--- src/rtl/core/atsd_pkg.sv ---
// Shared types, register codes, reset values and arithmetic helpers of the tilt/shake core.
`default_nettype none
package atsd_pkg;

   localparam int unsigned CSR_IDX_W = 3;
   localparam int unsigned SMOOTH_W  = 25;
   localparam int unsigned NUM_W     = 28;
   localparam int unsigned MAG_W     = 27;
   localparam int unsigned PROD_W    = MAG_W + NUM_W;
   localparam int unsigned RECIP_SH  = 30;

   // ceil(2^30 / 5); exact quotient for any magnitude below 2^30
   localparam logic [NUM_W-1:0] RECIP_5 = 28'd214748365;

   typedef enum logic [CSR_IDX_W-1:0] {
      CSR_ENABLED    = 3'd0,
      CSR_POLL       = 3'd1,
      CSR_SHAKE_THR  = 3'd2,
      CSR_TILT_LIMIT = 3'd3,
      CSR_DIZZY      = 3'd4
   } csr_idx_type;

   localparam logic        RST_ENABLED    = 1'b0;
   localparam logic [15:0] RST_POLL       = 16'd50;
   localparam logic [31:0] RST_SHAKE_THR  = 32'd20300431;
   localparam logic [6:0]  RST_TILT_LIMIT = 7'd10;
   localparam logic [15:0] RST_DIZZY      = 16'd2000;

   typedef struct packed {
      logic        enabled;
      logic [15:0] poll_interval_ms;
      logic [31:0] shake_threshold_sq;
      logic [6:0]  tilt_limit;
      logic [15:0] dizzy_duration_ms;
   } cfg_type;

   // captured sample plus its precomputed squared magnitude
   typedef struct packed {
      logic [31:0]        now_ms;
      logic               read_ok;
      logic signed [15:0] accel_x;
      logic signed [15:0] accel_y;
      logic [31:0]        mag_sq;
   } sample_type;

   // decision and fresh smoothed values, ahead of the tilt stage
   typedef struct packed {
      logic                       accepted;
      logic                       shake;
      logic [31:0]                dizzy_until_ms;
      logic                       tilt_valid;
      logic signed [SMOOTH_W-1:0] smooth_x;
      logic signed [SMOOTH_W-1:0] smooth_y;
   } decision_type;

   // (4*old + 256*sample) / 5, truncated toward zero
   function automatic logic signed [SMOOTH_W-1:0] smooth_step(
      input logic signed [SMOOTH_W-1:0] old_val,
      input logic signed [15:0]         sample
   );
      logic signed [NUM_W-1:0] num;
      logic [NUM_W-1:0]        mag;
      logic [PROD_W-1:0]       prod;
      logic [SMOOTH_W-1:0]     quo;
      num  = $signed({old_val[SMOOTH_W-1], old_val, 2'b00})
           + $signed({{4{sample[15]}}, sample, 8'h00});
      mag  = num[NUM_W-1] ? NUM_W'(-num) : NUM_W'(num);
      prod = PROD_W'(mag[MAG_W-1:0]) * PROD_W'(RECIP_5);
      quo  = prod[RECIP_SH +: SMOOTH_W];
      return num[NUM_W-1] ? $signed(SMOOTH_W'(-quo)) : $signed(quo);
   endfunction

   function automatic logic signed [7:0] tilt_clamp(
      input logic signed [8:0] val,
      input logic [6:0]        lim
   );
      logic signed [8:0] lim_pos;
      logic signed [8:0] lim_neg;
      lim_pos = $signed({2'b00, lim});
      lim_neg = -lim_pos;
      if (val > lim_pos) begin
         return lim_pos[7:0];
      end else if (val < lim_neg) begin
         return lim_neg[7:0];
      end
      return val[7:0];
   endfunction

endpackage
`default_nettype wire

--- src/rtl/core/atsd_sample_reg.sv ---
// Input stage: captures a sample and registers its sum of squared axes.
`default_nettype none
module atsd_sample_reg (
   input  wire logic                 clock,
   input  wire logic                 reset,
   input  wire logic                 req_valid,
   output      logic                 req_ready,
   input  wire logic [31:0]          req_now_ms,
   input  wire logic                 req_read_ok,
   input  wire logic signed [15:0]   req_accel_x,
   input  wire logic signed [15:0]   req_accel_y,
   input  wire logic signed [15:0]   req_accel_z,
   output      logic                 smp_valid,
   input  wire logic                 smp_ready,
   output      atsd_pkg::sample_type smp
);
   import atsd_pkg::*;

   logic        valid_ff;
   logic        valid_in;
   sample_type  smp_ff;
   sample_type  smp_in;
   logic signed [31:0] sq_x;
   logic signed [31:0] sq_y;
   logic signed [31:0] sq_z;
   logic        load;

   assign req_ready = !valid_ff || smp_ready;
   assign load      = req_valid && req_ready;
   assign smp_valid = valid_ff;
   assign smp       = smp_ff;

   // each square is at most 2^30, so the three fit 32 bits unsigned
   assign sq_x = req_accel_x * req_accel_x;
   assign sq_y = req_accel_y * req_accel_y;
   assign sq_z = req_accel_z * req_accel_z;

   always_comb begin
      valid_in = valid_ff;
      if (load) begin
         valid_in = 1'b1;
      end else if (smp_ready) begin
         valid_in = 1'b0;
      end
      smp_in.now_ms  = req_now_ms;
      smp_in.read_ok = req_read_ok;
      smp_in.accel_x = req_accel_x;
      smp_in.accel_y = req_accel_y;
      smp_in.mag_sq  = $unsigned(sq_x) + $unsigned(sq_y) + $unsigned(sq_z);
   end

   always_ff @(posedge clock) begin
      if (reset) begin
         valid_ff <= 1'b0;
      end else begin
         valid_ff <= valid_in;
      end
   end

   always_ff @(posedge clock) begin
      if (load) begin
         smp_ff <= smp_in;
      end
   end

endmodule
`default_nettype wire

--- config.mk ---
export PLATFORM = sky130hd
export DESIGN_NAME = atsd_sample_reg
export DESIGN_NICKNAME = d
export VERILOG_FILES = /design/src/rtl/core/atsd_pkg.sv /design/src/rtl/core/atsd_sample_reg.sv
export SDC_FILE = /design/constraint.sdc
export NUM_CORES = 2
export LEC_CHECK = 0
export ABC_AREA = 0
export BUFFER_PORTS_ARGS = -buffer_cell sky130_fd_sc_hd__buf_2
export CAP_MARGIN = 30
export CORE_ASPECT_RATIO = 1.25
export CORE_MARGIN = 4
export CORE_UTILIZATION = 34
export DETAILED_ROUTE_END_ITERATION = 10
export GPL_ROUTABILITY_DRIVEN = 0
export PLACE_DENSITY_LB_ADDON = 0.15
export SYNTH_ARGS = -nofsm -noshare
export SYNTH_HDL_FRONTEND = slang
export SYNTH_SLANG_ARGS = --single-unit
--- constraint.sdc ---
create_clock -name clock -period 9.1 [get_ports clock]
set_input_delay 0.91 -clock clock [delete_from_list [all_inputs] [get_ports clock]]
set_output_delay 0.91 -clock clock [all_outputs]
set_load 0.02 [all_outputs]
==> out/metrics.yaml <==
global_routing:
  grt_max_degree: 56
  grt_overflow: 0
  antenna_found_initial: 7
  grt_pass1_wl_um: 124000
  grt_usage_pct: 17.9
  grt_pass1_vias: 22400
clocking:
  cts.sinks: 98
  ctsHoldBuffers: 0
  ctsResizeCount: 0
  cts_htree_levels: 3
  cts_buffers: 9
  clk_latency_ns: 0.40
  clk_pin_slew_ns: 0.10
  clockBufferDepth: 2
  cts_tree: "done"
  postCtsSetupBuffers: 0
  cts_root_buffer: "clkbuf_16"
synth:
  ys_top_cells_by_area: "fa_1 (55%), inv_1 (13%), edfxtp_1 (9.8%), ha_1 (8.8%), and2_1 (3.2%)"
  seq_area_frac_synth_pct: 9.83
  yosys.area.top_type: "fa_1"
  syn_area_um2: 29800
  synth_edf_count: 97
  ys_seq_elements: 98
  yosysUniqueCellTypes: 56
  synth_flop_cell: "edfxtp_1"
  syn-num-nets: 3994
  yosysWarnings: 0
  synth_area_per_cell_um2: 10.3
  synth_top_area_share_pct: 54.9
  synthArstFlopShare_pct: 0
  synthCells: 2882
sta:
  tightest_slew_ns: 0.811
  maxSlewHeadroom_pct: 45.9
  setup_viol: 0
  setup-tns-final_ns: 0
  fin_worst_skew_ns: 0.0111
  rsz0062_at_grt: "no"
  fin_crit_ns: 8.51
  finalHoldViolations: 0
  post-route-period-util_pct: 93.5
  fmax_ghz: 0.118
  slew_violations: 0
worst_setup_path:
  start_kind: "primary input"
  worstPathMaxFanout: 8
  cp_top_family: "adder cells"
  endpoint_kind: "flip-flop"
  critical_path.most_common_cell: "fa_1"
  slowest_delay_ns: 0.56
  r2r_cells: 3
  critPathRequiredTime_ns: 9.27
  cp.arrival_ns: 8.68
  critPathKind: "primary input to flip-flop"
  critPathBufInv: 7
  slowest_stage: "fa_1"
  cp.depth: 25
floorplan:
  row_count: 121
  core_area_um2: 87100
  die_w_um: 273
  initial_core_util_pct: 34.3
  ioPinCount: 184
  die-area_um2: 92600
  die-height_um: 339
drt:
  drt-total-wl_um: 78700
  firstDrtPassIters: 7
  drt.antenna.violating_nets: 0
  num_vias: 18900
  wire_per_inst_um: 18.5
  drcViolationCount: 0
  initialDrtViolationCount: 791
  vias_per_cell: 4.44
status:
  outcome: "completed"
min_path:
  min_path_type: "flip-flop to flip-flop"
  hold_depth: 2
final_layout:
  final_cell_area_um2: 32800
  nNetsFinal: 4198
  drive_above_1_share_pct: 9.41
  fin_util_pct: 37.7
  area_growth_pct: 10.1
place:
  io_buffers: 183
  dpl_cell_area_um2: 32500
  dp_hpwl_um: 71700
job:
  cap_violations: 0
==> registers in the layout (all words and copies together) (netlist names) <==
| signal | flops |
|---|---|
| smp | 97 |
| smp_valid | 1 |
==> cell usage after synthesis (all sizes together) (2+ instances only) <==
library cell  number
inv             1042
fa               818
ha               209
nand2            205
and2             153
edfxtp            97
clkbuf            60
xnor2             59
nor2              49
nor2b             30
a21oi             23
a21o              22
xor2              18
o21ai             12
nand2b            11
nand3              8
or2                7
and3               6
a31oi              5
nor4               4
a31o               3
buf                3
mux2i              3
nand4              3
a211oi             2
a311oi             2
mux2               2
nand4b             2
nor3               2
o211ai             2
o311ai             2
o31ai              2
or3                2
==> worst register-to-register path, stage by stage, from the launching register on <==
cell      delay (ns)
dfxtp_1         0.31
nand2b_1        0.10
and2_4          0.58
buf_4           0.74
==> cells in the final DEF, fill, tap and decap left out, drive strengths merged, types with 3 or more instances in the layout <==
cell type	instances
a31o	3
a21o	22
o21ai	12
fa	818
edfxtp	97
nand3	8
buf	256
and2	153
diode	3
and3	6
ha	209
or2	7
inv	1046
nand2b	11
nor2b	30
nor4	4
xnor2	59
xor2	18
clkbuf	9
nor2	49
a31oi	5
mux2i	3
a21oi	23
nand2	205
nand4	3
==> worst paths after layout <==
path / from / end / slack (ns)
worst max-delay path: req_accel_x[3] / smp[31] / 0.59
worst min-delay path: smp_valid / smp_valid / 0.52
worst max register to register: smp_valid / smp[30] / 6.90
worst min register to register: smp_valid / smp_valid / 0.52
==> final cells by class <==
cell class / instances / area (µm²)
diodes: 3 / 7.51
clock buffers: 9 / 225
clock inverters: 7 / 81.3
fillers: 8786 / 54200
inverters: 1042 / 3910
multi-input cells: 1679 / 22700
flip-flops and latches: 98 / 2930
well taps: 1168 / 1460
repair buffers: 256 / 1460
==> logic make-up after synthesis <==
logic type	after synthesis	synth area share [%]
compound gates	85	2.08
xor+xnor	77	2.26
fa+ha+maj	1027	63.7
buf+inv	1105	13.9
flops	98	9.83
mux	5	0.176
simple gates	485	8.05
==> metal layers <==
layer / vias to the layer above / global-route usage [%] / wire (µm)
met3: 67 / 2.27 / 3470
met4: 4 / 4.80 / 2060
met1: 10000 / 19.3 / 26400
li1: 8452 / - / -
met2: 395 / 36.1 / 46800
met5: - / 0 / 27
==> per-stage QoR <==
| stage | cells | hold slack, ns | setup slack (ns) |
|---|---|---|---|
| floorplan | 2882 | 0.729 | 0.719 |
| global placement | 4243 | 0.498 | 0.285 |
| detailed placement | 4243 | 0.522 | 0.151 |
| CTS | 4259 | 0.536 | 0.597 |
| global route | 4260 | 0.577 | 0.301 |
| finish | 4262 | 0.524 | 0.592 |
Power is not shown: default switching activity piles up to over one toggle a cycle in this logic, so the estimate is an artifact.
