`config.mk`:
```
export PLATFORM = sky130hd
export DESIGN_NAME = atsd_tilt_out
export DESIGN_NICKNAME = d
export VERILOG_FILES = /design/src/rtl/core/atsd_pkg.sv /design/src/rtl/core/atsd_tilt_out.sv
export SDC_FILE = /design/constraint.sdc
export NUM_CORES = 1
export LEC_CHECK = 0
export ABC_AREA = 1
export BUFFER_PORTS_ARGS = -buffer_cell sky130_fd_sc_hd__buf_2
export CAP_MARGIN = 0
export CORE_MARGIN = 4
export CORE_UTILIZATION = 45
export CTS_CLUSTER_SIZE = 8
export DETAILED_ROUTE_END_ITERATION = 16
export GPL_TIMING_DRIVEN = 0
export PLACE_DENSITY = 0.67
export SLEW_MARGIN = 40
export SYNTH_ARGS = -nofsm -noshare
export SYNTH_HDL_FRONTEND = slang
export SYNTH_SLANG_ARGS = --single-unit
```
`constraint.sdc`:
```
create_clock -name clock -period 5 [get_ports clock]
set_input_delay 0.5 -clock clock [delete_from_list [all_inputs] [get_ports clock]]
set_output_delay 0.5 -clock clock [all_outputs]
set_load 0.02 [all_outputs]
```
`src/rtl/core/atsd_pkg.sv`:
```
// Shared types, register codes, reset values and arithmetic helpers of the tilt/shake core.
`default_nettype none
package atsd_pkg;

   localparam int unsigned CSR_IDX_W = 3;
   localparam int unsigned SMOOTH_W  = 25;
   localparam int unsigned NUM_W     = 28;
   localparam int unsigned MAG_W     = 27;
   localparam int unsigned PROD_W    = MAG_W + NUM_W;
   localparam int unsigned RECIP_SH  = 30;

   // ceil(2^30 / 5); exact quotient for any magnitude below 2^30
   localparam logic [NUM_W-1:0] RECIP_5 = 28'd214748365;

   typedef enum logic [CSR_IDX_W-1:0] {
      CSR_ENABLED    = 3'd0,
      CSR_POLL       = 3'd1,
      CSR_SHAKE_THR  = 3'd2,
      CSR_TILT_LIMIT = 3'd3,
      CSR_DIZZY      = 3'd4
   } csr_idx_type;

   localparam logic        RST_ENABLED    = 1'b0;
   localparam logic [15:0] RST_POLL       = 16'd50;
   localparam logic [31:0] RST_SHAKE_THR  = 32'd20300431;
   localparam logic [6:0]  RST_TILT_LIMIT = 7'd10;
   localparam logic [15:0] RST_DIZZY      = 16'd2000;

   typedef struct packed {
      logic        enabled;
      logic [15:0] poll_interval_ms;
      logic [31:0] shake_threshold_sq;
      logic [6:0]  tilt_limit;
      logic [15:0] dizzy_duration_ms;
   } cfg_type;

   // captured sample plus its precomputed squared magnitude
   typedef struct packed {
      logic [31:0]        now_ms;
      logic               read_ok;
      logic signed [15:0] accel_x;
      logic signed [15:0] accel_y;
      logic [31:0]        mag_sq;
   } sample_type;

   // decision and fresh smoothed values, ahead of the tilt stage
   typedef struct packed {
      logic                       accepted;
      logic                       shake;
      logic [31:0]                dizzy_until_ms;
      logic                       tilt_valid;
      logic signed [SMOOTH_W-1:0] smooth_x;
      logic signed [SMOOTH_W-1:0] smooth_y;
   } decision_type;

   // (4*old + 256*sample) / 5, truncated toward zero
   function automatic logic signed [SMOOTH_W-1:0] smooth_step(
      input logic signed [SMOOTH_W-1:0] old_val,
      input logic signed [15:0]         sample
   );
      logic signed [NUM_W-1:0] num;
      logic [NUM_W-1:0]        mag;
      logic [PROD_W-1:0]       prod;
      logic [SMOOTH_W-1:0]     quo;
      num  = $signed({old_val[SMOOTH_W-1], old_val, 2'b00})
           + $signed({{4{sample[15]}}, sample, 8'h00});
      mag  = num[NUM_W-1] ? NUM_W'(-num) : NUM_W'(num);
      prod = PROD_W'(mag[MAG_W-1:0]) * PROD_W'(RECIP_5);
      quo  = prod[RECIP_SH +: SMOOTH_W];
      return num[NUM_W-1] ? $signed(SMOOTH_W'(-quo)) : $signed(quo);
   endfunction

   function automatic logic signed [7:0] tilt_clamp(
      input logic signed [8:0] val,
      input logic [6:0]        lim
   );
      logic signed [8:0] lim_pos;
      logic signed [8:0] lim_neg;
      lim_pos = $signed({2'b00, lim});
      lim_neg = -lim_pos;
      if (val > lim_pos) begin
         return lim_pos[7:0];
      end else if (val < lim_neg) begin
         return lim_neg[7:0];
      end
      return val[7:0];
   endfunction

endpackage
`default_nettype wire

```
`src/rtl/core/atsd_tilt_out.sv`:
```
// Output stage: scales and clamps the smoothed values into tilt offsets.
`default_nettype none
module atsd_tilt_out (
   input  wire logic                   clock,
   input  wire logic                   reset,
   input  wire logic [6:0]             tilt_limit,
   input  wire logic                   dec_valid,
   output      logic                   dec_ready,
   input  wire atsd_pkg::decision_type dec,
   output      logic                   rsp_valid,
   input  wire logic                   rsp_ready,
   output      logic                   rsp_accepted,
   output      logic                   rsp_shake,
   output      logic [31:0]            rsp_dizzy_until_ms,
   output      logic                   rsp_tilt_valid,
   output      logic signed [7:0]      rsp_tilt_x,
   output      logic signed [7:0]      rsp_tilt_y
);
   import atsd_pkg::*;

   logic                       valid_ff;
   logic                       valid_in;
   logic                       accepted_ff;
   logic                       shake_ff;
   logic [31:0]                dizzy_ff;
   logic                       tilt_valid_ff;
   logic signed [7:0]          tilt_x_ff;
   logic signed [7:0]          tilt_x_in;
   logic signed [7:0]          tilt_y_ff;
   logic signed [7:0]          tilt_y_in;
   logic                       load;
   logic signed [SMOOTH_W-1:0] sx_biased;
   logic signed [SMOOTH_W+1:0] sy_wide;
   logic signed [SMOOTH_W+1:0] py;
   logic signed [SMOOTH_W+1:0] py_biased;

   assign dec_ready = !valid_ff || rsp_ready;
   assign load      = dec_valid && dec_ready;

   always_comb begin
      // x: divide by 2^16 toward zero
      sx_biased = dec.smooth_x + $signed({9'd0, {16{dec.smooth_x[SMOOTH_W-1]}}});
      // y: -3 * smooth_y, divide by 2^18 toward zero
      sy_wide   = {{2{dec.smooth_y[SMOOTH_W-1]}}, dec.smooth_y};
      py        = -(sy_wide + (sy_wide <<< 1));
      py_biased = py + $signed({9'd0, {18{py[SMOOTH_W+1]}}});

      tilt_x_in = '0;
      tilt_y_in = '0;
      if (dec.tilt_valid) begin
         tilt_x_in = tilt_clamp($signed(sx_biased[SMOOTH_W-1:16]), tilt_limit);
         tilt_y_in = tilt_clamp($signed(py_biased[SMOOTH_W+1:18]), tilt_limit);
      end

      valid_in = valid_ff;
      if (load) begin
         valid_in = 1'b1;
      end else if (rsp_ready) begin
         valid_in = 1'b0;
      end
   end

   always_ff @(posedge clock) begin
      if (reset) begin
         valid_ff <= 1'b0;
      end else begin
         valid_ff <= valid_in;
      end
   end

   always_ff @(posedge clock) begin
      if (load) begin
         accepted_ff   <= dec.accepted;
         shake_ff      <= dec.shake;
         dizzy_ff      <= dec.dizzy_until_ms;
         tilt_valid_ff <= dec.tilt_valid;
         tilt_x_ff     <= tilt_x_in;
         tilt_y_ff     <= tilt_y_in;
      end
   end

   assign rsp_valid          = valid_ff;
   assign rsp_accepted       = accepted_ff;
   assign rsp_shake          = shake_ff;
   assign rsp_dizzy_until_ms = dizzy_ff;
   assign rsp_tilt_valid     = tilt_valid_ff;
   assign rsp_tilt_x         = tilt_x_ff;
   assign rsp_tilt_y         = tilt_y_ff;

endmodule
`default_nettype wire

```
==> summary.md <==
IR analysis of the VDD net gives a maximum drop of 0.158 mV. The detailed router finished its first iteration with 290 violations. STA classifies the critical path endpoint as a register. In this run, synthesis inferred 51 flip-flops with an integrated enable.

Ranked by total cell area, the synthesized netlist is headed by edfxtp_1, ha_1, nand2_1. Final critical-path required period: 4.89 ns. TritonCTS built the clock tree. Setup repair after global routing could not meet its margin everywhere. The top cell type by total area after synthesis was edfxtp_1. The top-area cell type share of the netlist area was 23.2%; the post-synthesis sequential area ratio was 23.6%. The port buffer count came out at 148.

After detailed routing, the total wire length is 19300 um. The synthesis-stage register bit count is 52. In the synthesized netlist the dominant register cell turns out to be edfxtp_1.

OpenSTA, run right after detailed placement, puts the worst setup slack at -0.859 ns. For the number of pins with negative max-slew slack in the final report, the log shows 0. The category of the critical setup timing path is in2reg. The initial utilization of the core area, before any placement, comes to 46.7%. The logs give 0 for the number of violations of the max-capacitance limit and 937 for the number of standard cells after synthesis. The height of the die is 129 um. The run gives 0 as the final count of negative-setup-slack endpoints.

The maximum achievable frequency was 204 MHz. The root buffer cell chosen for the clock tree is clkbuf_16. The area share of fa/ha/maj cells after synthesis was 19.4%. In this run the mean area of a mapped cell was 7.03 um2. Global routing used 20.3% of the available tracks across all layers. The core region area came out at 14100 um2. The worst path uses 97.8% of the clock period. The data arrival time of the critical path came out at 4.94 ns.

Detailed placement finished with a half-perimeter wire length of 14300 um. For the maximum buffer depth of the clock tree, the log shows 2. The longest individual stage delay on the worst path is 0.30 ns. The run gives 52 as the number of clock sinks. The number of clock buffers added by TritonCTS is 5. The post-synthesis compound-gate area fraction was 10.2%. The run gives 19 as the largest net degree at the start of global routing. The cell area power density came out at 267 nW/um2.

The post-synthesis share of cell area spent on xor and xnor gates works out to 3.68%. The smallest setup slack after layout was 0.108 ns; the share of cell area taken by muxes after synthesis was 0%. The worst path required time came out at 5.05 ns. Once layout is complete, the utilization of the core stands at 68.3%. The CTS H-tree depth came out at 2. Headroom to the max-slew limit came out at 55.2%. The repair_antennas step left the layout with diodes totalling 0. By area, the combinational part of the netlist is dominated by simple AND/OR/NAND/NOR gates. Highest-delay cell along the critical path: a21oi_2.

The number of distinct library cells after synthesis is 49, and the clock insertion delay at the later pin of the skew report is 0.29 ns. In the routed design, unresolved DRC markers number 0. The first global-routing pass estimated 28200 um of wire. Between clock sinks in the finished design, the worst skew comes to 0.00518 ns.

The remaining antenna violation count was 0; the number of optimization iterations in the first detailed-route pass was 6. Die footprint: 16600 um2. Along the worst path, the maximum fanout reaches 5. When the netlist entered floorplanning its net count stood at 1135.

The synthesized cell area came out at 6590 um2. After detailed routing, the average wire length per cell comes to 14.6 um. The routed layout has 6982 vias. The count of final hold-check violations is 0, and the number of vias per cell is 5.26. Clock-pin slew was measured on the worst setup and hold paths at 0.07 ns. The proportion of synthesized flip-flops having asynchronous set or reset was 0%; the width of the chip was 129 um. The tools report the number of cell rows as 43. The analysis attributes to cell leakage a power of 4.65 nW.

The final layout contains 1344 nets. In this run, post-CTS hold repair placed 0 buffers. For this run the aggregate overflow at the end of global routing stands at 0. STA classifies the critical path startpoint as a primary input. The layout-stage area growth over the synthesis result is 46.1%. The synthesized netlist devotes 34.0% of its cell area to simple gates.

In this run the worst hold path is classified as in2reg. I/O pin count: 149. The initial antenna violation count came out at 0.

Proportion of layout cells with a drive suffix above 1: 41.0%. The flow ran to the end, and the final reports show no timing, DRC or antenna violations. The synthesis warning total is 0, and the global placement routability congestion is 0.946. The via count of the first global-routing pass is 6335, and the slew at the pin closest to its max-slew limit is 0.665 ns.
-- sequential cells by signal, indices dropped and copies added (netlist names) --
signal	cells
rsp_tilt_x	8
rsp_tilt_y	8
rsp_dizzy_until_ms	32
rsp_tilt_valid	1
rsp_accepted	1
rsp_shake	1
rsp_valid	1
-- final timing paths --
kind                          startpoint                           to  slack (ns)  depth (start not counted)
setup / recovery                  dec[8]  rsp_tilt_y[5]$_SDFFCE_PN0P_        0.11                         35
hold / removal                     reset       rsp_valid$_SDFFE_PP0P_        0.35                          2
setup reg to reg  rsp_valid$_SDFFE_PP0P_  rsp_tilt_x[3]$_SDFFCE_PN0P_        3.68                          3
hold reg to reg   rsp_valid$_SDFFE_PP0P_       rsp_valid$_SDFFE_PP0P_        0.53                          2
-- through the flow --
stage	hold slack (ns)	cells	instance area, um2	TNS [ns]	power [mW]
after CTS	0.350	1290	8450	0	2.21
after floorplan	0.569	937	6660	0	1.41
after detailed placement	0.521	1268	7680	-6.13	1.69
after global placement	0.481	1265	7620	-6.00	1.67
after global routing	0.348	1327	9630	-0.830	2.76
final	0.351	1327	9630	0	2.57
-- final cells by class --
cell class                 instances  area (um2)
fill                            1100        4470
timing repair inverter             1        3.75
inverter                         147         628
tap                              180         225
clock inverter                     3        46.3
multi-input combinational        732        5730
sequential                        52        1550
buffer                             6        52.6
clock buffer                       5         125
timing repair buffer             201        1260
-- worst max-delay path: cells and delay by family --
family	cells	cell delay (ns)
AO/OA/AOI/OAI	10	1.64
buffers and inverters	8	0.71
adder cells (fa/ha/maj)	3	0.64
AND/OR/NAND/NOR	14	1.45
-- kinds of logic (layout without fill, tap and decap cells) --
logic type	count (synthesis)	in the layout
simple gates	487	487
buf+inv	153	363
compound gates	117	117
fa+ha+maj	102	102
flops	52	52
xor+xnor	26	26
-- report_power, final --
group / leakage (nW) / total [mW] / internal (mW) / switching (mW)
logic: 4.07 / 1.65 / 0.688 / 0.960
clock network: 0.0804 / 0.395 / 0.238 / 0.157
registers: 0.507 / 0.528 / 0.521 / 0.00744
-- synth_stat cells (4+ instances only) --
master and n:
or2_2 5, xnor2_1 4, o21ai_0 31, nand3_1 80, nor2_1 79, nor3_1 15
edfxtp_1 51, xor2_1 20, a21oi_2 5, nor2_2 8, a21o_1 4, nand2_2 19
a21oi_1 53, nand3_2 6, o211ai_1 4, inv_2 4, ha_1 102, nand2_1 235
nand2_4 7, inv_1 142, nand4_1 14, and3_1 7
-- layer usage --
layer	GRT usage, %	routed length, um	vias up
met4	4.45	398	0
met2	38.0	10100	201
li1	-	-	3535
met3	1.99	906	37
met5	0	0	-
met1	25.1	7890	3209
-- placed cells by master (no fill, tap or decap), types with 3 or more instances in the layout --
master,count
ha_4,58
ha_1,44
nand2_4,24
o21ai_1,3
o21ai_0,27
inv_2,19
nand4_1,14
buf_8,7
nor2_4,8
xor2_1,17
nor2_2,12
buf_2,139
o211ai_1,4
nand2_1,189
and3_1,7
nand3b_1,3
o21ai_2,3
inv_1,103
a21oi_1,36
buf_4,49
a21oi_4,7
nor2_1,68
nand3_1,75
nand2_2,48
buf_6,8
nand3_2,5
inv_4,19
nand3_4,8
o21bai_1,3
clkbuf_16,6
nor3_1,11
edfxtp_1,51
a21o_1,4
or2_2,5
nor3_2,4
xor2_2,4
inv_6,5
a21oi_2,15
-- repair_timing --
item | 4_1_cts | 5_1_grt
cloned | 1 | 1
endpoints found under the setup margin | 8 | 15
buffers inserted | 13 | 36
hold endpoints to repair | 0 | 0
pin swaps | 18 | 92
resized for setup | 72 | 214
Note: power is estimated with default switching activity, not from simulation.
