==> config.mk <==
export PLATFORM = sky130hd
export DESIGN_NAME = atsd_csr
export DESIGN_NICKNAME = d
export VERILOG_FILES = /design/src/rtl/core/atsd_pkg.sv /design/src/rtl/core/atsd_csr.sv
export SDC_FILE = /design/constraint.sdc
export NUM_CORES = 1
export LEC_CHECK = 0
export BUFFER_PORTS_ARGS = -buffer_cell sky130_fd_sc_hd__buf_4
export CAP_MARGIN = 10
export CORE_MARGIN = 3
export CORE_UTILIZATION = 49
export CTS_CLUSTER_DIAMETER = 60
export DETAILED_ROUTE_END_ITERATION = 8
export PLACE_DENSITY = 0.87
export SETUP_SLACK_MARGIN = 0.4
export SYNTH_ARGS = -nofsm -noshare
export SYNTH_HDL_FRONTEND = slang
export SYNTH_SLANG_ARGS = --single-unit
==> constraint.sdc <==
create_clock -name clock -period 1.4 [get_ports clock]
set_clock_uncertainty 0.2 [all_clocks]
set_input_delay 0.14 -clock clock [delete_from_list [all_inputs] [get_ports clock]]
set_output_delay 0.14 -clock clock [all_outputs]
set_load 0.05 [all_outputs]
==> src/rtl/core/atsd_pkg.sv <==
// Shared types, register codes, reset values and arithmetic helpers of the tilt/shake core.
`default_nettype none
package atsd_pkg;

   localparam int unsigned CSR_IDX_W = 3;
   localparam int unsigned SMOOTH_W  = 25;
   localparam int unsigned NUM_W     = 28;
   localparam int unsigned MAG_W     = 27;
   localparam int unsigned PROD_W    = MAG_W + NUM_W;
   localparam int unsigned RECIP_SH  = 30;

   // ceil(2^30 / 5); exact quotient for any magnitude below 2^30
   localparam logic [NUM_W-1:0] RECIP_5 = 28'd214748365;

   typedef enum logic [CSR_IDX_W-1:0] {
      CSR_ENABLED    = 3'd0,
      CSR_POLL       = 3'd1,
      CSR_SHAKE_THR  = 3'd2,
      CSR_TILT_LIMIT = 3'd3,
      CSR_DIZZY      = 3'd4
   } csr_idx_type;

   localparam logic        RST_ENABLED    = 1'b0;
   localparam logic [15:0] RST_POLL       = 16'd50;
   localparam logic [31:0] RST_SHAKE_THR  = 32'd20300431;
   localparam logic [6:0]  RST_TILT_LIMIT = 7'd10;
   localparam logic [15:0] RST_DIZZY      = 16'd2000;

   typedef struct packed {
      logic        enabled;
      logic [15:0] poll_interval_ms;
      logic [31:0] shake_threshold_sq;
      logic [6:0]  tilt_limit;
      logic [15:0] dizzy_duration_ms;
   } cfg_type;

   // captured sample plus its precomputed squared magnitude
   typedef struct packed {
      logic [31:0]        now_ms;
      logic               read_ok;
      logic signed [15:0] accel_x;
      logic signed [15:0] accel_y;
      logic [31:0]        mag_sq;
   } sample_type;

   // decision and fresh smoothed values, ahead of the tilt stage
   typedef struct packed {
      logic                       accepted;
      logic                       shake;
      logic [31:0]                dizzy_until_ms;
      logic                       tilt_valid;
      logic signed [SMOOTH_W-1:0] smooth_x;
      logic signed [SMOOTH_W-1:0] smooth_y;
   } decision_type;

   // (4*old + 256*sample) / 5, truncated toward zero
   function automatic logic signed [SMOOTH_W-1:0] smooth_step(
      input logic signed [SMOOTH_W-1:0] old_val,
      input logic signed [15:0]         sample
   );
      logic signed [NUM_W-1:0] num;
      logic [NUM_W-1:0]        mag;
      logic [PROD_W-1:0]       prod;
      logic [SMOOTH_W-1:0]     quo;
      num  = $signed({old_val[SMOOTH_W-1], old_val, 2'b00})
           + $signed({{4{sample[15]}}, sample, 8'h00});
      mag  = num[NUM_W-1] ? NUM_W'(-num) : NUM_W'(num);
      prod = PROD_W'(mag[MAG_W-1:0]) * PROD_W'(RECIP_5);
      quo  = prod[RECIP_SH +: SMOOTH_W];
      return num[NUM_W-1] ? $signed(SMOOTH_W'(-quo)) : $signed(quo);
   endfunction

   function automatic logic signed [7:0] tilt_clamp(
      input logic signed [8:0] val,
      input logic [6:0]        lim
   );
      logic signed [8:0] lim_pos;
      logic signed [8:0] lim_neg;
      lim_pos = $signed({2'b00, lim});
      lim_neg = -lim_pos;
      if (val > lim_pos) begin
         return lim_pos[7:0];
      end else if (val < lim_neg) begin
         return lim_neg[7:0];
      end
      return val[7:0];
   endfunction

endpackage
`default_nettype wire

==> src/rtl/core/atsd_csr.sv <==
// Configuration register file of the tilt/shake core.
`default_nettype none
module atsd_csr (
   input  wire logic                               clock,
   input  wire logic                               reset,
   input  wire logic                               csr_valid,
   output      logic                               csr_ready,
   input  wire logic [atsd_pkg::CSR_IDX_W-1:0]     csr_index,
   input  wire logic [31:0]                        csr_wdata,
   output      atsd_pkg::cfg_type                  cfg
);
   import atsd_pkg::*;

   cfg_type cfg_ff;
   cfg_type cfg_in;

   assign csr_ready = 1'b1;
   assign cfg       = cfg_ff;

   always_comb begin
      cfg_in = cfg_ff;
      if (csr_valid) begin
         case (csr_index)
            CSR_ENABLED:    cfg_in.enabled            = csr_wdata[0];
            CSR_POLL:       cfg_in.poll_interval_ms   = csr_wdata[15:0];
            CSR_SHAKE_THR:  cfg_in.shake_threshold_sq = csr_wdata;
            CSR_TILT_LIMIT: cfg_in.tilt_limit         = csr_wdata[6:0];
            CSR_DIZZY:      cfg_in.dizzy_duration_ms  = csr_wdata[15:0];
            default:        cfg_in = cfg_ff;
         endcase
      end
   end

   always_ff @(posedge clock) begin
      if (reset) begin
         cfg_ff.enabled            <= RST_ENABLED;
         cfg_ff.poll_interval_ms   <= RST_POLL;
         cfg_ff.shake_threshold_sq <= RST_SHAKE_THR;
         cfg_ff.tilt_limit         <= RST_TILT_LIMIT;
         cfg_ff.dizzy_duration_ms  <= RST_DIZZY;
      end else begin
         cfg_ff <= cfg_in;
      end
   end

endmodule
`default_nettype wire

==> results of run 1 <==
-- cells in the mapped netlist, drive strengths merged --
cell	n	area (sq um)
nor4bb	2	20.0
dfxtp	72	1440
nand2b	75	469
clkbuf	8	30.0
nor4b	1	8.76
mux2i	72	721
nand4b	1	8.76
and4bb	1	12.5
nor2	42	158
nand4bb	2	22.5
buf	15	98.8
conb	1	3.75
-- cell families after synthesis --
kind of cell,share of synthesized area [%]
flip-flops,48.1
multiplexers,24.1
buffers and inverters,4.30
other,0.125
AND/OR/NAND/NOR,23.4
-- stage by stage --
stage / instance area (sq um) / hold slack (ns) / util [%] / std cells / setup WS [ns]
4_1_cts: 5130 / -0.0666 / 89.8 / 526 / 0.206
2_1_floorplan: 3090 / 0.0873 / - / 292 / 0.295
3_3_place_gp: 3980 / 0.194 / 69.6 / 463 / 0.104
3_5_place_dp: 3980 / 0.208 / 69.6 / 463 / 0.0484
-- what timing repair did --
item | CTS
setup endpoints to repair | 73
hold buffers | 31
hold endpoints to repair | 69
setup buffers | 17
pin swaps | 0
gates cloned | 1
gates resized for setup | 155
==> flow_metrics.env, run 1 <==
export IMPL_status="stopped before the end"
export IMPL_lastStage="global routing (5_1_grt)"
export IMPL_tool_error="[ERROR DPL-0033] detailed placement checks failed during check placement."
export IMPL_clock_sinks=72
export IMPL_ios=111
export IMPL_yosysSeqAreaShare_pct=48.1
export IMPL_numCtsBuffers=9
export IMPL_endpoint_type="top-level output"
export IMPL_grt_antenna_before_repair=1
export IMPL_grt_start_max_net_pins=37
export IMPL_routabilityCongestion=0.774
export IMPL_htreeDepth=3
export IMPL_io_buffers=109
export IMPL_fp_dieH_um=84.2
export IMPL_netlist_area_sq_um=2990
export IMPL_synth_cell_types=14
export IMPL_repair_timing_grt_worst_ep="cfg[9]"
export IMPL_die_w_um=84.2
export IMPL_syn_avg_cell_area_sq_um=10.3
export IMPL_hpwlAfterDp_mm=5.36
export IMPL_synth_cells=292
export IMPL_synth_seq_cells=72
export IMPL_placementRows=27
export IMPL_ys_warn_count=0
export IMPL_start_util_pct=52.4
export IMPL_cts_root_buf="clkbuf_8"
export IMPL_cts_buffer_depth=2
export IMPL_synth_nets=330
==> run 2, diff against run 1 <==
CORE_UTILIZATION = 36   (was 49)
CTS_CLUSTER_DIAMETER = unset   (was 60)
PLACE_DENSITY = unset   (was 0.87)
PLACE_DENSITY_LB_ADDON = 0.15   (was unset)
SETUP_SLACK_MARGIN = unset   (was 0.4)
==> run 2 against run 1 <==
Net effect:
- the flow now finishes without violations
- synthesized cell count unchanged
- synthesized area unchanged
==> flow_metrics.env, run 2 <==
export IMPL_status="finished clean"
export IMPL_synth_seq_cells=72
export IMPL_ios=111
export IMPL_cts_root_buf="clkbuf_8"
export IMPL_r2r_slack_ns=0.58
export IMPL_startpoint="csr_index[0]"
export IMPL_final_antenna_net_count=0
export IMPL_dieArea_sq_um=9450
export IMPL_htreeDepth=3
export IMPL_crit_family="buffers and inverters"
export IMPL_vias=2448
export IMPL_crit_arrival_ns=1.43
export IMPL_totalPowerFinal_w=0.00485
export IMPL_synth_top_area_share_pct=48.1
export IMPL_die_w_um=97.2
export IMPL_io_buffers=109
export IMPL_layout_common_cells="buf_4 (119), nand2b_1 (75), mux2i_1 (72), dfxtp_1 (72), nor2_1 (41)"
export IMPL_wire_per_inst_um=14.1
export IMPL_grt_start_max_net_pins=52
export IMPL_period_needed_ns=1.36
export IMPL_overflow=0
export IMPL_synth_cells=292
export IMPL_cp_num_buf_inv=2
export IMPL_slew_violations=0
export IMPL_timing_fmax_mhz=736
export IMPL_drt_pass1_iterations=4
export IMPL_synth_cell_types=14
export IMPL_setup_tns_ns=0
export IMPL_yosysTopAreaCell="dfxtp_1"
export IMPL_cpPeakStageDelay_ns=0.55
export IMPL_synth_nets=330
export IMPL_critPathLaunchType="input port"
export IMPL_drc_errors=0
export IMPL_rsz0062_at_grt="false"
export IMPL_yosys_top_cells_count="nand2b_1 (75), dfxtp_1 (72), mux2i_1 (72)"
export IMPL_vias_per_cell=4.48
export IMPL_first_global_vias=2396
export IMPL_grt_antenna_before_repair=0
export IMPL_numCtsBuffers=9
export IMPL_yosysMostFrequentCell="nand2b_1"
export IMPL_ys_warn_count=0
export IMPL_worstSkewPairLatency_ns=0.33
export IMPL_hold_viol_final=0
export IMPL_drt_initial_drc_count=60
export IMPL_drt_wl_total_mm=7.68
export IMPL_routabilityCongestion=0.728
export IMPL_worstPathRequired_ns=1.47
export IMPL_cellLeakagePower_nw=2.04
export IMPL_grtUsageTotal_pct=15.7
export IMPL_area_growth_pct=53.8
export IMPL_cts_buffer_depth=2
export IMPL_fp_dieH_um=97.2
export IMPL_hpwlAfterDp_mm=5.15
export IMPL_core_area_sq_um=7890
export IMPL_netlist_area_sq_um=2990
export IMPL_grt_pass1_wl_mm=12.0
export IMPL_clock_sinks=72
export IMPL_vdd_drop_max_uv=570
export IMPL_setup_violations=0
export IMPL_worst_setup_path_type="input port to register"
export IMPL_async_reset_ff_share_pct=0
export IMPL_placed_cell_area_sq_um=3970
export IMPL_drv_cap=0
export IMPL_placementRows=32
export IMPL_yosysSeqAreaShare_pct=48.1
export IMPL_synth_area_top_cells="dfxtp_1 (48%), mux2i_1 (24%), nand2b_1 (16%)"
export IMPL_nets=477
export IMPL_cp_max_fo=7
export IMPL_start_util_pct=38.0
export IMPL_hold_path_class="input port to register"
export IMPL_ys_flop_type="dfxtp_1"
export IMPL_synth_edf_count=0
export IMPL_layout_drive_gt1_share_pct=32.2
export IMPL_syn_avg_cell_area_sq_um=10.3
export IMPL_finalCritPeriodShare_pct=97.0
export IMPL_cp_cell_sequence="buf_4 -> dlygate4sd3_1 -> nor4b_1 -> mux2i_1"
export IMPL_r2r_start="cfg[4]"
export IMPL_final_area_sq_um=4600
export IMPL_n_antenna_cell=0
export IMPL_post_cts_buffers=0
export IMPL_cts_tree="done"
export IMPL_hold_start="csr_valid"
export IMPL_crit_path_end_kind="register"
export IMPL_pwr_density_cell_nw_per_um2=1050
export IMPL_clkTransAtPathRegs_ns=0.08
export IMPL_final_common_cell="buf_4"
export IMPL_largest_register_ffs=72
export IMPL_cp_slowest_cell="dlygate4sd3_1"
[run 2: final cells by class]
cell class / instances / area (sq um)
clock buffers: 9 / 124
clock inverters: 7 / 125
fillers: 676 / 3280
multi-input cells: 197 / 1450
flip-flops and latches: 72 / 1440
well taps: 102 / 128
repair buffers: 159 / 1340
[run 2: worst min-delay path: stages]
cell and delay, ns:
buf_4 0.13, nor4b_1 0.15, mux2i_1 0.11
[run 2: kinds of logic (layout without fill, tap and decap cells)]
logic type	count (synthesis)	after routing	share of synthesized area (%)
simple gates	124	124	23.4
buf+inv	23	175	4.30
flops	72	72	48.1
other cells	1	1	0.125
mux	72	72	24.1
[run 2: worst paths after layout]
check,to,cells after the start
setup / recovery,cfg[71],4
hold / removal,cfg[71],3
setup reg to reg,cfg[4],2
hold reg to reg,cfg[42],2
[run 2: per-stage QoR]
stage	hold WS (ns)	std cells	utilization, %	worst slack [ns]
4_1_cts	0.0215	545	58.0	0.0182
2_1_floorplan	0.0953	292	-	0.256
3_5_place_dp	0.209	493	50.3	0.0328
6_report	0.0380	546	58.4	0.0416
5_1_grt	0.0245	546	58.4	0.00755
3_3_place_gp	0.192	493	50.3	0.0678
[run 2: timing repair]
action	in CTS	in global routing
gates resized for setup	0	1
setup endpoints to repair	0	7
hold endpoints to repair	70	0
hold buffers	36	0
[run 2: metal layers]
metal  vias to the layer above  share of wire (%)  track usage [%]
li1                       1244                  -                -
met5                         -                  0                0
met1                      1117                 45             18.7
met3                        13                7.7             5.67
met2                        74                 45             25.6
met4                         0                1.9             6.59
[run 2: report_power, final]
group          switching [W]  total (W)  leakage (nW)  internal [W]
sequential         0.0000254    0.00212         0.584       0.00209
clock               0.000856    0.00206         0.125       0.00121
combinational       0.000354   0.000671          1.33      0.000317
total                0.00124    0.00485          2.04       0.00361
Power figures use the tool's default switching activity.
==> run 3, diff against run 2 <==
--- a/config.mk
+++ b/config.mk
@@ -12,4 +12,5 @@
 export DETAILED_ROUTE_END_ITERATION = 8
 export PLACE_DENSITY_LB_ADDON = 0.15
+export SKIP_CTS_REPAIR_TIMING = 1
 export SYNTH_ARGS = -nofsm -noshare
 export SYNTH_HDL_FRONTEND = slang
==> constraint.sdc (replaced) <==
create_clock -name clock -period 1.4 [get_ports clock]
set_clock_uncertainty 0.2 [all_clocks]
set_input_delay 0.42 -clock clock [delete_from_list [all_inputs] [get_ports clock]]
set_output_delay 0.42 -clock clock [all_outputs]
set_load 0.05 [all_outputs]
==> run 3 against run 2 <==
Net effect:
- the run now ends with setup timing left
- worst hold slack better by 0.088 ns
- count of clock-buffer cells in the layout is 2 higher
- via count is 1.9% lower
- non-clock buffer count is 22 lower
- worst setup slack worse by 0.12 ns
- register-to-register slack worse by 0.12 ns
- sequential power hardly changed
- sequential cell count stayed put
- largest cell class is now buffers
==> flow_metrics.env, run 3 (synthesis gave the netlist of run 2 again) <==
export IMPL_placementRows=32
export IMPL_p_switching_w=0.00116
export IMPL_hold_start="csr_wdata[16]"
export IMPL_cpPeakStageDelay_ns=0.36
export IMPL_r2r_cells=3
export IMPL_status="finished with violations"
export IMPL_cts_buffer_depth=2
export IMPL_slew_violations=0
export IMPL_fin_cells=524
export IMPL_start_util_pct=38.0
export IMPL_drt_pass1_iterations=4
export IMPL_dp_cells=496
export IMPL_vias=2401
export IMPL_min_to="cfg[39]"
export IMPL_cp_cell_sequence="buf_8"
export IMPL_final_area_sq_um=4990
export IMPL_grt_start_max_net_pins=29
export IMPL_drt_initial_drc_count=64
export IMPL_worstPathRequired_ns=0.78
export IMPL_io_buffers=109
export IMPL_setup_violations=72
export IMPL_grt_pass1_wl_mm=11.6
export IMPL_vdd_drop_max_uv=609
export IMPL_overflow=0
export IMPL_grt_antenna_before_repair=0
export IMPL_hpwlAfterDp_mm=5.32
export IMPL_r2r_end="cfg[59]"
export IMPL_cts_tree="done"
export IMPL_cp_slowest_cell="dfxtp_2"
export IMPL_combinationalPowerShare_pct=13.6
export IMPL_drv_cap=0
export IMPL_ios=111
export IMPL_wire_per_inst_um=14.4
export IMPL_drc_errors=0
export IMPL_crit_cells=1
export IMPL_routabilityCongestion=0.742
export IMPL_pwr_share_clk_pct=42.3
export IMPL_htreeDepth=3
export IMPL_pwr_density_cell_nw_per_um2=975
export IMPL_die_w_um=97.2
export IMPL_r2r_start="cfg[59]"
export IMPL_dieArea_sq_um=9450
export IMPL_layout_common_cells="nand2b_1 (75), mux2i_1 (72), dfxtp_2 (72), buf_8 (66), buf_4 (58)"
export IMPL_finalWorstSetupSlack_ns=-0.0766
export IMPL_clock_sinks=72
export IMPL_first_global_vias=2296
export IMPL_crit_family="flip-flops"
export IMPL_hold_viol_final=0
export IMPL_worstSkewPairLatency_ns=0.34
export IMPL_period_needed_ns=1.48
export IMPL_intPower_w=0.00371
export IMPL_fill_cells=639
export IMPL_cellLeakagePower_nw=2.14
export IMPL_grtUsageTotal_pct=15.5
export IMPL_worst_setup_path_type="register to primary output"
export IMPL_clkTransAtPathRegs_ns=0.08
export IMPL_nets=455
export IMPL_numCtsBuffers=9
export IMPL_seqPwrFrac_pct=44.0
export IMPL_layout_drive_gt1_share_pct=54.0
export IMPL_rsz0062_at_grt="true"
export IMPL_placed_cell_area_sq_um=4040
export IMPL_cp_max_fo=2
export IMPL_violations="setup timing"
export IMPL_largest_register_ffs=72
export IMPL_timing_fmax_mhz=677
export IMPL_crit_path_end_kind="primary output"
export IMPL_crit_arrival_ns=0.86
export IMPL_area_growth_pct=66.7
export IMPL_hold_path_class="input port to register"
export IMPL_r2r_slack_ns=0.46
export IMPL_cp_num_buf_inv=1
export IMPL_fp_dieH_um=97.2
export IMPL_n_antenna_cell=0
export IMPL_holdPathStages=3
export IMPL_finalCritPeriodShare_pct=105
export IMPL_critPathLaunchType="register"
export IMPL_vias_per_cell=4.58
export IMPL_switching_share_pct=23.9
export IMPL_core_area_sq_um=7890
export IMPL_final_antenna_net_count=0
export IMPL_drt_wl_total_mm=7.54
export IMPL_holdWs_ns=0.126
export IMPL_cts_root_buf="clkbuf_8"
export IMPL_final_common_cell="nand2b_1"
==> run 3: changes by cell type in the layout (fill, tap and decap cells not counted), sizes merged <==
cell,before,now
dlygate4sd3,36,0
buf,122,137
inv,3,0
clkbuf,10,11
clkinvlp,0,1
==> run 3: power by group through the flow <==
stage | clock [W] | combinational [W] | sequential, W
final | 0.00206 | 0.000664 | 0.00214
after global routing | 0.00219 | 0.000707 | 0.00215
after CTS | 0.00211 | 0.000600 | 0.00212
after detailed placement | 0 | 0.000600 | 0.00217
after global placement | 0 | 0.000592 | 0.00217
after floorplan | 0 | 0.000200 | 0.00232
==> run 3: worst max path at each step <==
stage                 start      end
2_1_floorplan  csr_index[2]  cfg[30]
3_3_place_gp   csr_index[0]  cfg[40]
3_5_place_dp   csr_index[0]  cfg[40]
4_1_cts              cfg[0]   cfg[0]
5_1_grt             cfg[23]  cfg[23]
6_report            cfg[23]  cfg[23]
==> run 3: worst min-delay path, delay by kind of cell <==
family                 cells  cell delay, ns
buffers and inverters      1            0.07
muxes                      1            0.11
and+or+nand+nor            1            0.03
==> run 3: final cells by class <==
cell class              instances  area [sq um]  share of cell area (%)
clock inverters                 5           103                    2.06
clock buffers                  11           151                    3.03
flip-flops and latches         72          1530                    30.7
multi-input cells             197          1450                    28.9
repair buffers                137          1630                    32.7
well taps                     102           128                    2.56
==> run 3: layer usage <==
metal	share of wire (%)	vias to the layer above	track usage [%]
li1	-	1203	-
met3	6.6	11	4.95
met2	48	75	24.5
met5	0	-	0
met4	1.9	0	7.13
met1	43	1112	19.2
==> run 3: per-stage QoR <==
step           setup slack [ns]  total power [W]  TNS, ns  util, %
2_1_floorplan           0.00960          0.00252        0        -
3_3_place_gp             -0.188          0.00276   -10.40     51.2
3_5_place_dp             -0.227          0.00277   -12.54     51.2
4_1_cts                  -0.155          0.00483    -9.39     54.4
5_1_grt                  -0.115          0.00505    -6.79     63.3
6_report                -0.0766          0.00487    -4.17     63.3
